--- src/sv/page_table_walker_top_assert.svh ---
// Assertion macros for the page table walker.
// Included by page_table_walker_top; depends on nothing else.
`ifndef PAGE_TABLE_WALKER_TOP_ASSERT_SVH
`define PAGE_TABLE_WALKER_TOP_ASSERT_SVH

`ifndef SYNTH
`define PTW_ASSERT(lbl, clk, rstn, prop, msg) \
  lbl: assert property (@(posedge clk) disable iff (!rstn) (prop)) else $error(msg);
`define PTW_ASSERT_IMP(lbl, clk, rstn, ante, cons, msg) \
  lbl: assert property (@(posedge clk) disable iff (!rstn) (ante) |-> (cons)) else $error(msg);
`define PTW_ASSERT_NEXT(lbl, clk, rstn, ante, cons, msg) \
  lbl: assert property (@(posedge clk) disable iff (!rstn) (ante) |=> (cons)) else $error(msg);
`else
`define PTW_ASSERT(lbl, clk, rstn, prop, msg)
`define PTW_ASSERT_IMP(lbl, clk, rstn, ante, cons, msg)
`define PTW_ASSERT_NEXT(lbl, clk, rstn, ante, cons, msg)
`endif

`endif

--- src/sv/ptw_pkg.sv ---
// Shared types and constants of the page table walker.
// Used by ptw_walk and page_table_walker_top; depends on nothing.
`default_nettype none

package ptw_pkg;

  localparam int PTW_TABLE_COUNT   = 16;
  localparam int ENTRIES_PER_TABLE = 512;
  localparam int IDX_W             = 9;
  localparam int FRAME_W           = 40;
  localparam int VA_W              = 48;
  localparam int PA_W              = 52;
  localparam int SLOT_W            = 13;
  localparam int ENTRY_W           = 64;
  localparam int PRESENT_BIT       = 0;
  localparam int SIZE_BIT          = 7;

  localparam logic FUNC_WRITE = 1'b0;
  localparam logic FUNC_XLATE = 1'b1;

  localparam logic REG_ROOT_FRAME  = 1'b0;
  localparam logic REG_WINDOW_BASE = 1'b1;

  localparam logic [1:0] LEAF_NONE = 2'd0;
  localparam logic [1:0] LEAF_4K   = 2'd1;
  localparam logic [1:0] LEAF_2M   = 2'd2;
  localparam logic [1:0] LEAF_1G   = 2'd3;

  typedef struct packed {
    logic            mapped;
    logic [PA_W-1:0] physical_address;
    logic [1:0]      leaf_level;
    logic            window_fault;
  } ptw_res_t;

endpackage

`default_nettype wire

--- src/sv/ptw_walk.sv ---
// Walk sequencer: takes items, writes entries and steps through the four table levels.
// Depends on ptw_pkg; drives the ports of ptw_mem.
`default_nettype none

module ptw_walk import ptw_pkg::*; #(
  parameter int TableCount = PTW_TABLE_COUNT,
  localparam int TblW = $clog2(TableCount),
  localparam int AddrW = TblW + IDX_W
) (
  input  logic                clk_i,
  input  logic                rst_ni,
  input  logic                in_valid_i,
  output logic                in_ready_o,
  input  logic                func_i,
  input  logic [VA_W-1:0]     virtual_address_i,
  input  logic [SLOT_W-1:0]   entry_slot_i,
  input  logic [ENTRY_W-1:0]  entry_word_i,
  input  logic [FRAME_W-1:0]  root_frame_i,
  input  logic [FRAME_W-1:0]  win_base_i,
  output logic                mem_we_o,
  output logic [AddrW-1:0]    mem_waddr_o,
  output logic [ENTRY_W-1:0]  mem_wdata_o,
  output logic                mem_re_o,
  output logic [AddrW-1:0]    mem_raddr_o,
  input  logic [ENTRY_W-1:0]  mem_rdata_i,
  output logic                res_valid_o,
  input  logic                res_ready_i,
  output ptw_res_t            res_o
);

  localparam int MemDepth = TableCount * ENTRIES_PER_TABLE;

  localparam logic [1:0] LVL_ROOT = 2'd0;
  localparam logic [1:0] LVL_PDPT = 2'd1;
  localparam logic [1:0] LVL_PD   = 2'd2;
  localparam logic [1:0] LVL_PT   = 2'd3;

  typedef enum logic [1:0] {
    S_IDLE,
    S_CHECK,
    S_OUT
  } state_e;

  state_e            state_q;
  logic [VA_W-1:0]   va_q;
  logic [1:0]        lvl_q;
  ptw_res_t          res_q;

  logic              accept;
  logic              xlate;
  logic              slot_ok;
  logic [FRAME_W-1:0] frame_sel;
  logic [IDX_W-1:0]  idx_sel;
  logic [FRAME_W-1:0] diff;
  logic              in_win;
  logic              present;
  logic              leaf_1g;
  logic              leaf_2m;
  logic              leaf_4k;
  logic              descend;

  function automatic logic [IDX_W-1:0] va_index(input logic [VA_W-1:0] va,
                                                 input logic [1:0] lvl);
    logic [IDX_W-1:0] idx;
    unique case (lvl)
      LVL_ROOT: idx = va[47:39];
      LVL_PDPT: idx = va[38:30];
      LVL_PD:   idx = va[29:21];
      default:  idx = va[20:12];
    endcase
    return idx;
  endfunction

  always_comb begin
    accept    = in_valid_i && (state_q == S_IDLE);
    xlate     = accept && (func_i == FUNC_XLATE);
    slot_ok   = 32'(entry_slot_i) < 32'(MemDepth);
    frame_sel = (state_q == S_IDLE) ? root_frame_i : mem_rdata_i[51:12];
    idx_sel   = (state_q == S_IDLE) ? virtual_address_i[47:39]
                                    : va_index(va_q, lvl_q + 2'd1);
    diff      = frame_sel - win_base_i;
    in_win    = (frame_sel >= win_base_i) && (diff < FRAME_W'(TableCount));
    present   = mem_rdata_i[PRESENT_BIT];
    leaf_1g   = (lvl_q == LVL_PDPT) && mem_rdata_i[SIZE_BIT];
    leaf_2m   = (lvl_q == LVL_PD) && mem_rdata_i[SIZE_BIT];
    leaf_4k   = (lvl_q == LVL_PT);
    descend   = (state_q == S_CHECK) && present && !leaf_1g && !leaf_2m && !leaf_4k
                && in_win;
  end

  assign in_ready_o  = (state_q == S_IDLE);
  assign mem_we_o    = accept && (func_i == FUNC_WRITE) && slot_ok;
  assign mem_waddr_o = AddrW'(entry_slot_i);
  assign mem_wdata_o = entry_word_i;
  assign mem_re_o    = (xlate && in_win) || descend;
  assign mem_raddr_o = {diff[TblW-1:0], idx_sel};
  assign res_valid_o = (state_q == S_OUT);
  assign res_o       = res_q;

  always_ff @(posedge clk_i or negedge rst_ni) begin
    if (!rst_ni) begin
      state_q <= S_IDLE;
      va_q    <= '0;
      lvl_q   <= LVL_ROOT;
      res_q   <= '0;
    end else begin
      unique case (state_q)
        S_IDLE: begin
          if (xlate) begin
            va_q  <= virtual_address_i;
            lvl_q <= LVL_ROOT;
            if (in_win) begin
              state_q <= S_CHECK;
            end else begin
              res_q   <= '{mapped: 1'b0, physical_address: '0,
                           leaf_level: LEAF_NONE, window_fault: 1'b1};
              state_q <= S_OUT;
            end
          end
        end
        S_CHECK: begin
          priority if (!present) begin
            res_q   <= '0;
            state_q <= S_OUT;
          end else if (leaf_1g) begin
            res_q   <= '{mapped: 1'b1,
                         physical_address: {mem_rdata_i[51:30], va_q[29:0]},
                         leaf_level: LEAF_1G, window_fault: 1'b0};
            state_q <= S_OUT;
          end else if (leaf_2m) begin
            res_q   <= '{mapped: 1'b1,
                         physical_address: {mem_rdata_i[51:21], va_q[20:0]},
                         leaf_level: LEAF_2M, window_fault: 1'b0};
            state_q <= S_OUT;
          end else if (leaf_4k) begin
            res_q   <= '{mapped: 1'b1,
                         physical_address: {mem_rdata_i[51:12], va_q[11:0]},
                         leaf_level: LEAF_4K, window_fault: 1'b0};
            state_q <= S_OUT;
          end else if (!in_win) begin
            res_q   <= '{mapped: 1'b0, physical_address: '0,
                         leaf_level: LEAF_NONE, window_fault: 1'b1};
            state_q <= S_OUT;
          end else begin
            lvl_q <= lvl_q + 2'd1;
          end
        end
        S_OUT: begin
          if (res_ready_i) begin
            state_q <= S_IDLE;
          end
        end
        default: begin
          state_q <= S_IDLE;
        end
      endcase
    end
  end

endmodule

`default_nettype wire

--- config.mk ---
export PLATFORM = sky130hd
export DESIGN_NAME = ptw_walk
export DESIGN_NICKNAME = d
export VERILOG_FILES = /design/src/sv/page_table_walker_top_assert.svh /design/src/sv/ptw_pkg.sv /design/src/sv/ptw_walk.sv
export SDC_FILE = /design/constraint.sdc
export NUM_CORES = 1
export LEC_CHECK = 0
export BUFFER_PORTS_ARGS = -buffer_cell sky130_fd_sc_hd__buf_2
export CORE_MARGIN = 8
export CORE_UTILIZATION = 41
export DETAILED_ROUTE_END_ITERATION = 6
export PLACE_DENSITY = 0.73
export SKIP_LAST_GASP = 1
export SYNTH_ARGS = -nofsm -noshare
export SYNTH_HDL_FRONTEND = slang
export SYNTH_SLANG_ARGS = --single-unit
--- constraint.sdc ---
create_clock -name clk_i -period 4.9 [get_ports clk_i]
set_clock_uncertainty 0.1 [all_clocks]
set_input_delay 0.245 -clock clk_i [delete_from_list [all_inputs] [get_ports clk_i]]
set_output_delay 0.245 -clock clk_i [all_outputs]
set_load 0.02 [all_outputs]
# Word-level counts from Yosys, hierarchy flattened
# Cells that the tools add are included.
[word_totals]
regBits = 108
[op_classes]
reduce_logical = 23
muxes = 26
addsub = 2
bitwise = 1
n_eq_ne = 15
n_lt_le_gt_ge = 2
[ops]
columns = ["operator", "n"]
rows = [
  ["56-bit 2-to-1 mux", 6],
  ["56-bit one-hot mux with 2 select lines", 1],
  ["40-bit greater-or-equal comparator", 1],
  ["40-bit by 5-bit less-than comparator with 1-bit output, second input constant", 1],
  ["40-bit 2-to-1 mux", 1],
  ["40-bit subtractor", 1],
  ["2-bit 2-to-1 mux", 14],
  ["9-bit one-hot mux with 3 select lines", 1],
  ["1-bit logical AND", 12],
  ["2-bit != test, second input constant", 5],
  ["9-bit 2-to-1 mux", 1],
  ["2-bit equality test, second input constant", 4],
  ["7-bit AND reduction", 1],
  ["2-bit by 1-bit equality test with 1-bit output, second input constant", 3],
  ["6-bit != test, second input constant", 1],
  ["2-bit one-hot mux with 3 select lines", 1],
  ["2-bit zero test", 2],
  ["2-bit by 1-bit != test with 1-bit output, second input constant", 2],
  ["2-bit one-hot mux with 2 select lines", 1],
  ["2-bit AND reduction", 2],
  ["1-bit zero test", 3],
  ["3-bit AND reduction", 1],
  ["2-bit by 1-bit adder with 2-bit output, second input constant", 1],
  ["2-bit nonzero test", 1],
  ["2 further kinds", 2],
]

# Logic depth before layout (Yosys ltp)
# Gate-level depths: netlist of run 1.
[logic_depth]
word_depth = 11
depth_mapped = 19
depth_no_buf = 15

# Worst setup path after synthesis of run 1
# OpenSTA, ideal clock, no wires.
[synth_path]
path_type = "flip-flop to output port"
start = "register state_q[0]"
end = "output port mem_re_o"
path_stages_with_launch = 17
path_buffers = 2
path_slack_ns = -0.384
t_arrival_ns = 4.939
required_ns = 4.555
cell_sequence = "dfrtp_1 -> nor2_1 -> clkbuf_1 -> buf_1 -> mux2i_1 -> ha_1 -> fa_1 -> nand2b_1 -> a211oi_1 -> o211ai_1 -> o211ai_1 -> a21oi_1 -> xnor2_1 -> or3b_1 -> or4_1 -> nor4_4 -> nor2b_1"
[synth_between]
elab_chain_len = 7
[synth_lines]
columns = ["item", "line_no", "source"]
rows = [
  ["from (decl)", "ptw_walk.sv:44", "state_e state_q;"],
  ["from (signal assigned)", "ptw_walk.sv:102", "state_q <= S_IDLE;"],
  ["from (signal assigned)", "ptw_walk.sv:113", "state_q <= S_CHECK;"],
  ["from (signal assigned)", "ptw_walk.sv:117", "state_q <= S_OUT;"],
  ["2-bit zero test *", "--", ""],
  ["named net in_ready_o", "ptw_walk.sv:13", "output logic in_ready_o,"],
  ["40-bit 2-to-1 mux", "ptw_walk.sv:78", "frame_sel = (state_q == S_IDLE) ? root_frame_i : mem_rdata_i[51:12];"],
  ["40-bit subtractor", "ptw_walk.sv:81", "diff = frame_sel - win_base_i;"],
  ["40-bit by 5-bit less-than comparator with 1-bit output", "ptw_walk.sv:82", "in_win = (frame_sel >= win_base_i) && (diff < FRAME_W'(TableCount));"],
  ["1-bit logical AND", "ptw_walk.sv:82", ""],
  ["1-bit logical AND, on equally long branches", "ptw_walk.sv:95, ptw_walk.sv:88", ""],
  ["1-bit logical OR *", "ptw_walk.sv:95", "assign mem_re_o = (xlate && in_win) || descend;"],
  ["to (decl)", "ptw_walk.sv:23", "output logic mem_re_o,"],
]
# Mark *: on every way through the listed nets, which the timed path passes. The rest lies on a longest branch.

# Final worst setup path of run 1
[layout_path]
start = "register state_q[0]"
end = "output port mem_re_o"
[layout_between]
elab_chain_len = 7
[layout_lines]
columns = ["item", "line_no"]
rows = [
  ["2-bit zero test / 2-bit by 1-bit equality test with 1-bit output (equally long branches)", "ptw_walk.sv:75, ptw_walk.sv:78, ptw_walk.sv:87"],
  ["40-bit 2-to-1 mux / 1-bit logical AND (equally long branches)", "ptw_walk.sv:78, ptw_walk.sv:87"],
  ["40-bit subtractor / 1-bit logical AND (equally long branches)", "ptw_walk.sv:81, ptw_walk.sv:87"],
  ["40-bit by 5-bit less-than comparator with 1-bit output / 1-bit logical AND (equally long branches)", "ptw_walk.sv:82, ptw_walk.sv:87"],
  ["1-bit logical AND, on equally long branches", "ptw_walk.sv:82, ptw_walk.sv:87"],
  ["1-bit logical AND, on equally long branches", "ptw_walk.sv:95, ptw_walk.sv:88"],
  ["1-bit logical OR *", "ptw_walk.sv:95"],
]
# Mark *: on every way between the ends. The rest lies on a longest branch, timed or not.

==> impl_metrics.json, run 1 <==
{
  "status": "finished, violations left",
  "violations": "design-rule violations, negative setup slack",
  "r2r_setup_slack_ns": -0.07,
  "cp_slowest_cell": "or4b_4",
  "port_buffers": 247,
  "grt_pass1_wl_um": 61100,
  "synth_nets": 1608,
  "r2r_cells": 19,
  "syn-instance-count": 1287,
  "htree_levels": 3,
  "grt_max_degree": 70,
  "instances_no_fill": 1960,
  "place_area_um2": 12100,
  "cp.depth": 17,
  "ys_seq_elements": 108,
  "finalNetCount": 1950,
  "holdWs_ns": 0.0130,
  "p_leak_nw": 6.52,
  "syn_to_final_growth_pct": 39.4,
  "ir_worst_vdd_mv": 0.172,
  "r2r_end": "res_o[49]",
  "synth-edff-count": 0,
  "place_hpwl_um": 29700,
  "path_class": "reg -> out",
  "clk_path_buf_depth": 2,
  "final-setup-viol-count": 30,
  "r2r_start": "state_q[0]",
  "root_buffer": "clkbuf_16",
  "hold_class": "in -> reg",
  "yosys_warnings": 0,
  "firstDrtPassIters": 7,
  "vias": 11400,
  "worstHoldStart": "virtual_address_i[41]",
  "finish.instance_area_um2": 14000,
  "synth_ff_type": "dfrtp_1",
  "crit_family": "simple AND/OR/NAND/NOR gates",
  "finalMaxSlewViolations": 0,
  "slew_headroom_pct": 19.8,
  "hold_viol_final": 0,
  "drc": 3,
  "fillCellCount": 2109,
  "dieArea_um2": 29900,
  "post_drt_wl_per_cell_um": 20.8,
  "core_um2": 24200,
  "clk_latency_ns": 0.36,
  "synth_area_um2": 10100,
  "final_common_cell": "buf_2",
  "die_y_um": 173,
  "worst_pin_slew_ns": 1.19,
  "place_ws_ns": -0.124,
  "grt_pass1_vias": 11400,
  "grt_overflow_total": 0,
  "endpoint": "mem_re_o",
  "cts_tree": "built",
  "crit_chain": "nor2_4 > buf_8 > mux2_4 > ha_4 > a21oi_4 > o211ai_2 > o211ai_2 > a2111oi_4 > buf_4 > nor2_2 > or4b_4 > o211a_4 > or4_4 > nor4_4 > buf_4 > nor2b_4 > buf_6",
  "async_flop_share_pct": 100,
  "final_cell_mix": "buf_2 (245), nand2_1 (228), buf_4 (168)",
  "crit_path_max_incr_delay_ns": 0.52,
  "drive_gt1_share_pct": 39.6,
  "end_kind": "output pin",
  "start_kind": "register",
  "maxCapViolCount": 0,
  "place_congestion": 0.907,
  "fin_setup_tns_ns": -1.16,
  "synth.distinct_cells": 74,
  "vias_per_cell": 5.82,
  "cp_max_fo": 5,
  "antenna_left": 0,
  "max_freq_mhz": 200,
  "fin_util_pct": 57.9,
  "placed_cells": 1858,
  "ys_seq_area_share_pct": 26.8,
  "numCtsBuffers": 9,
  "die_x_um": 173,
  "yosysTopAreaCellShare_pct": 26.8,
  "synthDominantAreaCellType": "dfrtp_1",
  "grt_usage_pct": 24.8,
  "worst_slack_ns": -0.111,
  "rows": 57,
  "crit_arrival_ns": 4.67,
  "grt_setup_unrepaired": "yes",
  "synth_area_leaders": "dfrtp_1 (27%), nand2_1 (8.6%), buf_4 (6.0%), o221ai_2 (6.0%), ha_1 (5.7%)",
  "total_power_mw": 3.45,
  "start_util_pct": 41.6,
  "syn_avg_cell_area_um2": 7.83,
  "cts_sinks": 108,
  "drtIter0Drc": 1064,
  "cp_data_required_time_ns": 4.55,
  "routed_wl_um": 40700,
  "fin_crit_sh_pct": 102,
  "layout_min_cycle_time_ns": 5.01,
  "pwr_density_cell_nw_per_um2": 246,
  "antenna_found_initial": 2,
  "worstSetupStartpoint": "state_q[0]",
  "io_pins": 424,
  "crit_buf_inv": 4,
  "clkTransAtPathRegs_ns": 0.09
}
-- how the worst min path moves through the flow --
stage               end  slack, ns  cells after the start
3_5_place_dp   va_q[31]       0.33                      1
6_report       va_q[41]       0.01                      3
2_1_floorplan  lvl_q[0]      -0.15                      0
3_3_place_gp   va_q[33]       0.33                      1
5_1_grt        va_q[41]       0.01                      3
4_1_cts        va_q[41]     0.0001                      3
-- layout make-up --
cell class | instances | area (um2) | share of cell area, %
well taps | 324 | 405 | 2.89
clock buffers | 10 | 229 | 1.63
diodes | 2 | 5.00 | 0.0356
flip-flops and latches | 108 | 2700 | 19.2
inverters | 109 | 409 | 2.91
clock inverters | 6 | 56.3 | 0.401
repair buffers | 484 | 3360 | 23.9
multi-input cells | 917 | 6880 | 49.0
-- where the power goes --
group	internal (mW)	total, mW	switching, mW
Clock	0.357	0.738	0.381
Combinational	0.783	1.66	0.881
Sequential	0.968	1.05	0.0811
Total	2.11	3.45	1.34
-- routing by layer --
layer | routed length [um] | GRT usage, %
met1 | 16100 | 29.9
met2 | 19800 | 42.5
met3 | 3010 | 4.66
met4 | 1670 | 10.9
met5 | 41 | 0.997
-- cells in the mapped netlist (12+ instances only) --
cell type and instances:
nand2_1 232, dfrtp_1 108, inv_1 107, buf_4 80
nor2_1 70, a21oi_1 69, o21ai_0 57, clkbuf_1 56
nand3_1 51, a22oi_1 46, ha_1 46, mux2_2 40
o221ai_2 40, nand4_1 20, a21o_1 17, o21ai_1 17
a211oi_1 16, nor3_1 13, xnor2_1 13, o21a_1 12
-- kinds of logic after synthesis --
logic type               count (synthesis)  synth area share [%]
XOR/XNOR                                21                  1.82
buffers and inverters                  263                  13.2
AND/OR/NAND/NOR                        453                  20.7
AO/OA/AOI/OAI                          350                  26.6
flip-flops                             108                  26.8
adder cells (fa/ha/maj)                 47                  5.91
multiplexers                            45                  4.96
-- tightest hold or removal path: cells and delay by family --
family                 cells  cell delay [ns]
buffers and inverters      1             0.10
AND/OR/NAND/NOR            2             0.10
-- what timing repair did --
action                     4_1_cts  5_1_grt
gates resized for setup        112       54
pin swaps                       40       35
hold buffers                    44        0
hold endpoints to repair       111        0
setup endpoints to repair       57       58
cloned                           2        8
setup buffers                   26        8
-- sequential cells by signal, summed over array words and instances, names as in the netlist --
name and flops:
va_q 48, res_o 56, state_q 2, lvl_q 2
Power figures use the tool's default switching activity.
==> inputs of run 2 (changes only) <==
--- a/config.mk
+++ b/config.mk
@@ -6,10 +6,13 @@
 export NUM_CORES = 1
 export LEC_CHECK = 0
 export BUFFER_PORTS_ARGS = -buffer_cell sky130_fd_sc_hd__buf_2
+export CORE_ASPECT_RATIO = 0.5
 export CORE_MARGIN = 8
 export CORE_UTILIZATION = 41
 export DETAILED_ROUTE_END_ITERATION = 6
+export GPL_ROUTABILITY_DRIVEN = 1
 export PLACE_DENSITY = 0.73
+export REMOVE_ABC_BUFFERS = 1
 export SKIP_LAST_GASP = 1
 export SYNTH_ARGS = -nofsm -noshare
 export SYNTH_HDL_FRONTEND = slang
==> run 2 against run 1 <==
The flow still finishes with violations (design-rule violations, negative setup slack). Global-route usage is 5.3 points higher. Clock-buffer cell count down 1. Register-to-register slack got worse by 0.12 ns. Largest power group unchanged. Die area increased by 1.0%. Setup slack got worse by 0.18 ns. Sequential power hardly changed. Routed wire length grew 20%. Sequential share of layout area increased by 0.35 points. Highest routed layer unchanged. Core utilization is 0.61 points lower. Via count is 2.6% higher. Maximum frequency decreased by 3.4%. Critical path depth up 2. Largest cell class unchanged.
==> impl_metrics.json, run 2 (same netlist as run 1, synthesis figures left out) <==
{
  "drive_gt1_share_pct": 38.2,
  "min_to": "res_o[54]",
  "vias_per_cell": 5.91,
  "clk_latency_ns": 0.38,
  "cts_tree": "built",
  "vias": 11700,
  "port_buffers": 247,
  "rows": 40,
  "antenna_found_initial": 1,
  "pwr-share-seq_pct": 30.4,
  "largest_register_ffs": 56,
  "firstDrtPassIters": 7,
  "whs_path_depth": 3,
  "r2r_start": "state_q[0]",
  "io_pins": 424,
  "syn_to_final_growth_pct": 36.9,
  "final_common_cell": "buf_2",
  "comb_power_share_pct": 46.0,
  "maxCapViolCount": 0,
  "crit_path_max_incr_delay_ns": 0.53,
  "intPower_mw": 2.11,
  "die_x_um": 238,
  "numCtsBuffers": 9,
  "antenna_left": 0,
  "grt_pass1_vias": 11200,
  "r2r_end": "state_q[1]",
  "drc": 2,
  "switching_share_pct": 38.8,
  "max_freq_mhz": 193,
  "grt_max_degree": 63,
  "switchingPower_mw": 1.34,
  "ir_worst_vdd_mv": 0.169,
  "routed_wl_um": 49000,
  "fillCellCount": 2088,
  "worst_slack_ns": -0.287,
  "violations": "design-rule violations, negative setup slack",
  "place_ws_ns": -0.167,
  "htree_levels": 3,
  "clk_path_buf_depth": 2,
  "cp_data_required_time_ns": 4.55,
  "place_congestion": 1.00,
  "placed_cells": 1890,
  "grt_usage_pct": 30.2,
  "finalMaxSlewViolations": 0,
  "place_area_um2": 12200,
  "cp_slowest_cell": "or4b_1",
  "place_hpwl_um": 37000,
  "r2r_setup_slack_ns": -0.19,
  "layout_min_cycle_time_ns": 5.19,
  "cp_common_cell": "buf_6",
  "instances_no_fill": 1980,
  "grt_pass1_wl_um": 70000,
  "final_cell_mix": "buf_2 (245), nand2_1 (232), buf_4 (173)",
  "start_kind": "register",
  "slew_headroom_pct": 29.8,
  "crit_chain": "nor2_4 > buf_6 > buf_12 > mux2_4 > buf_4 > ha_1 > nand2b_1 > a21oi_4 > buf_6 > o21ai_4 > a2111oi_4 > nor2_1 > or4b_1 > o211a_2 > or4_4 > nor4_4 > buf_4 > nor2b_4 > buf_6",
  "cp_max_fo": 5,
  "clkTransAtPathRegs_ns": 0.08,
  "die_y_um": 127,
  "dieArea_um2": 30200,
  "core_um2": 24100,
  "status": "finished, violations left",
  "finalNetCount": 1959,
  "worstHoldStart": "mem_rdata_i[51]",
  "crit_arrival_ns": 4.84,
  "grt_overflow_total": 0,
  "clkPwrFrac_pct": 23.6,
  "drtIter0Drc": 1256,
  "grt_setup_unrepaired": "yes",
  "worst_pin_slew_ns": 1.05,
  "final-setup-viol-count": 55,
  "start_util_pct": 41.9,
  "p_leak_nw": 6.48,
  "r2r_cells": 21,
  "fin_crit_sh_pct": 106,
  "hold_class": "in -> reg",
  "end_kind": "output pin",
  "post_drt_wl_per_cell_um": 24.7,
  "cts_sinks": 108,
  "fin_setup_tns_ns": -7.46,
  "finish.instance_area_um2": 13800,
  "path_class": "reg -> out",
  "hold_viol_final": 0,
  "root_buffer": "clkbuf_16",
  "pwr_density_cell_nw_per_um2": 250
}
-- run 2: area by class of cell --
type	count	area, um2	area share, %
antenna	1	2.50	0.0181
clock buffer	9	225	1.63
clock inverter	7	92.6	0.671
inverter	109	409	2.96
multi-input combinational	917	6490	47.0
sequential	108	2700	19.6
tap	336	420	3.05
timing repair buffer	493	3460	25.1
-- run 2: per-layer routing --
layer  wire, um  up-vias  GRT usage (%)
met5        336        -           8.57
met4       1900        8           9.84
met3       6490      120           15.0
met2      20400      815           42.4
met1      19900     5535           39.0
li1           -     5221              -
-- run 2: worst max-delay path: cells and delay by family (launching register included) --
family          cells  cell delay [ns]
mux                 1             0.31
simple gates        7             1.84
compound gates      4             0.79
buf+inv             6             0.83
fa+ha+maj           1             0.29
flops               1             0.41
-- run 2: timing repair --
action                     4_1_cts  5_1_grt
gates resized for setup         26       85
hold buffers                    49        0
pin swaps                        9       25
setup endpoints to repair       59       61
hold endpoints to repair        94        0
buffers inserted                 8        7
gates cloned                     2        7
-- run 2: power by group through the flow --
| stage | Combinational [mW] | Clock (mW) | Sequential (mW) |
|---|---|---|---|
| floorplan | 0.752 | 0 | 1.03 |
| global placement | 1.36 | 0 | 1.06 |
| detailed placement | 1.37 | 0 | 1.06 |
| CTS | 1.44 | 0.819 | 1.04 |
| global route | 1.70 | 0.849 | 1.06 |
| finish | 1.59 | 0.813 | 1.05 |
-- run 2: how the worst max path moves through the flow --
stage,end,slack [ns],from,depth (start not counted)
3_5_place_dp,res_o[20],-0.17,state_q[0],16
2_1_floorplan,lvl_q[0],-3.48,state_q[0],14
6_report,mem_re_o,-0.29,state_q[0],19
5_1_grt,mem_re_o,-0.35,state_q[0],19
4_1_cts,mem_re_o,-0.27,state_q[1],18
3_3_place_gp,res_o[19],-0.17,state_q[0],16
-- run 2: through the flow --
stage | hold WS (ns) | power, mW | utilization (%)
finish | 0.0142 | 3.45 | 57.3
global route | 0.0204 | 3.61 | 57.3
CTS | 0.00208 | 3.30 | 55.0
detailed placement | 0.194 | 2.43 | 50.8
global placement | 0.189 | 2.42 | 50.8
floorplan | -0.151 | 1.78 | -
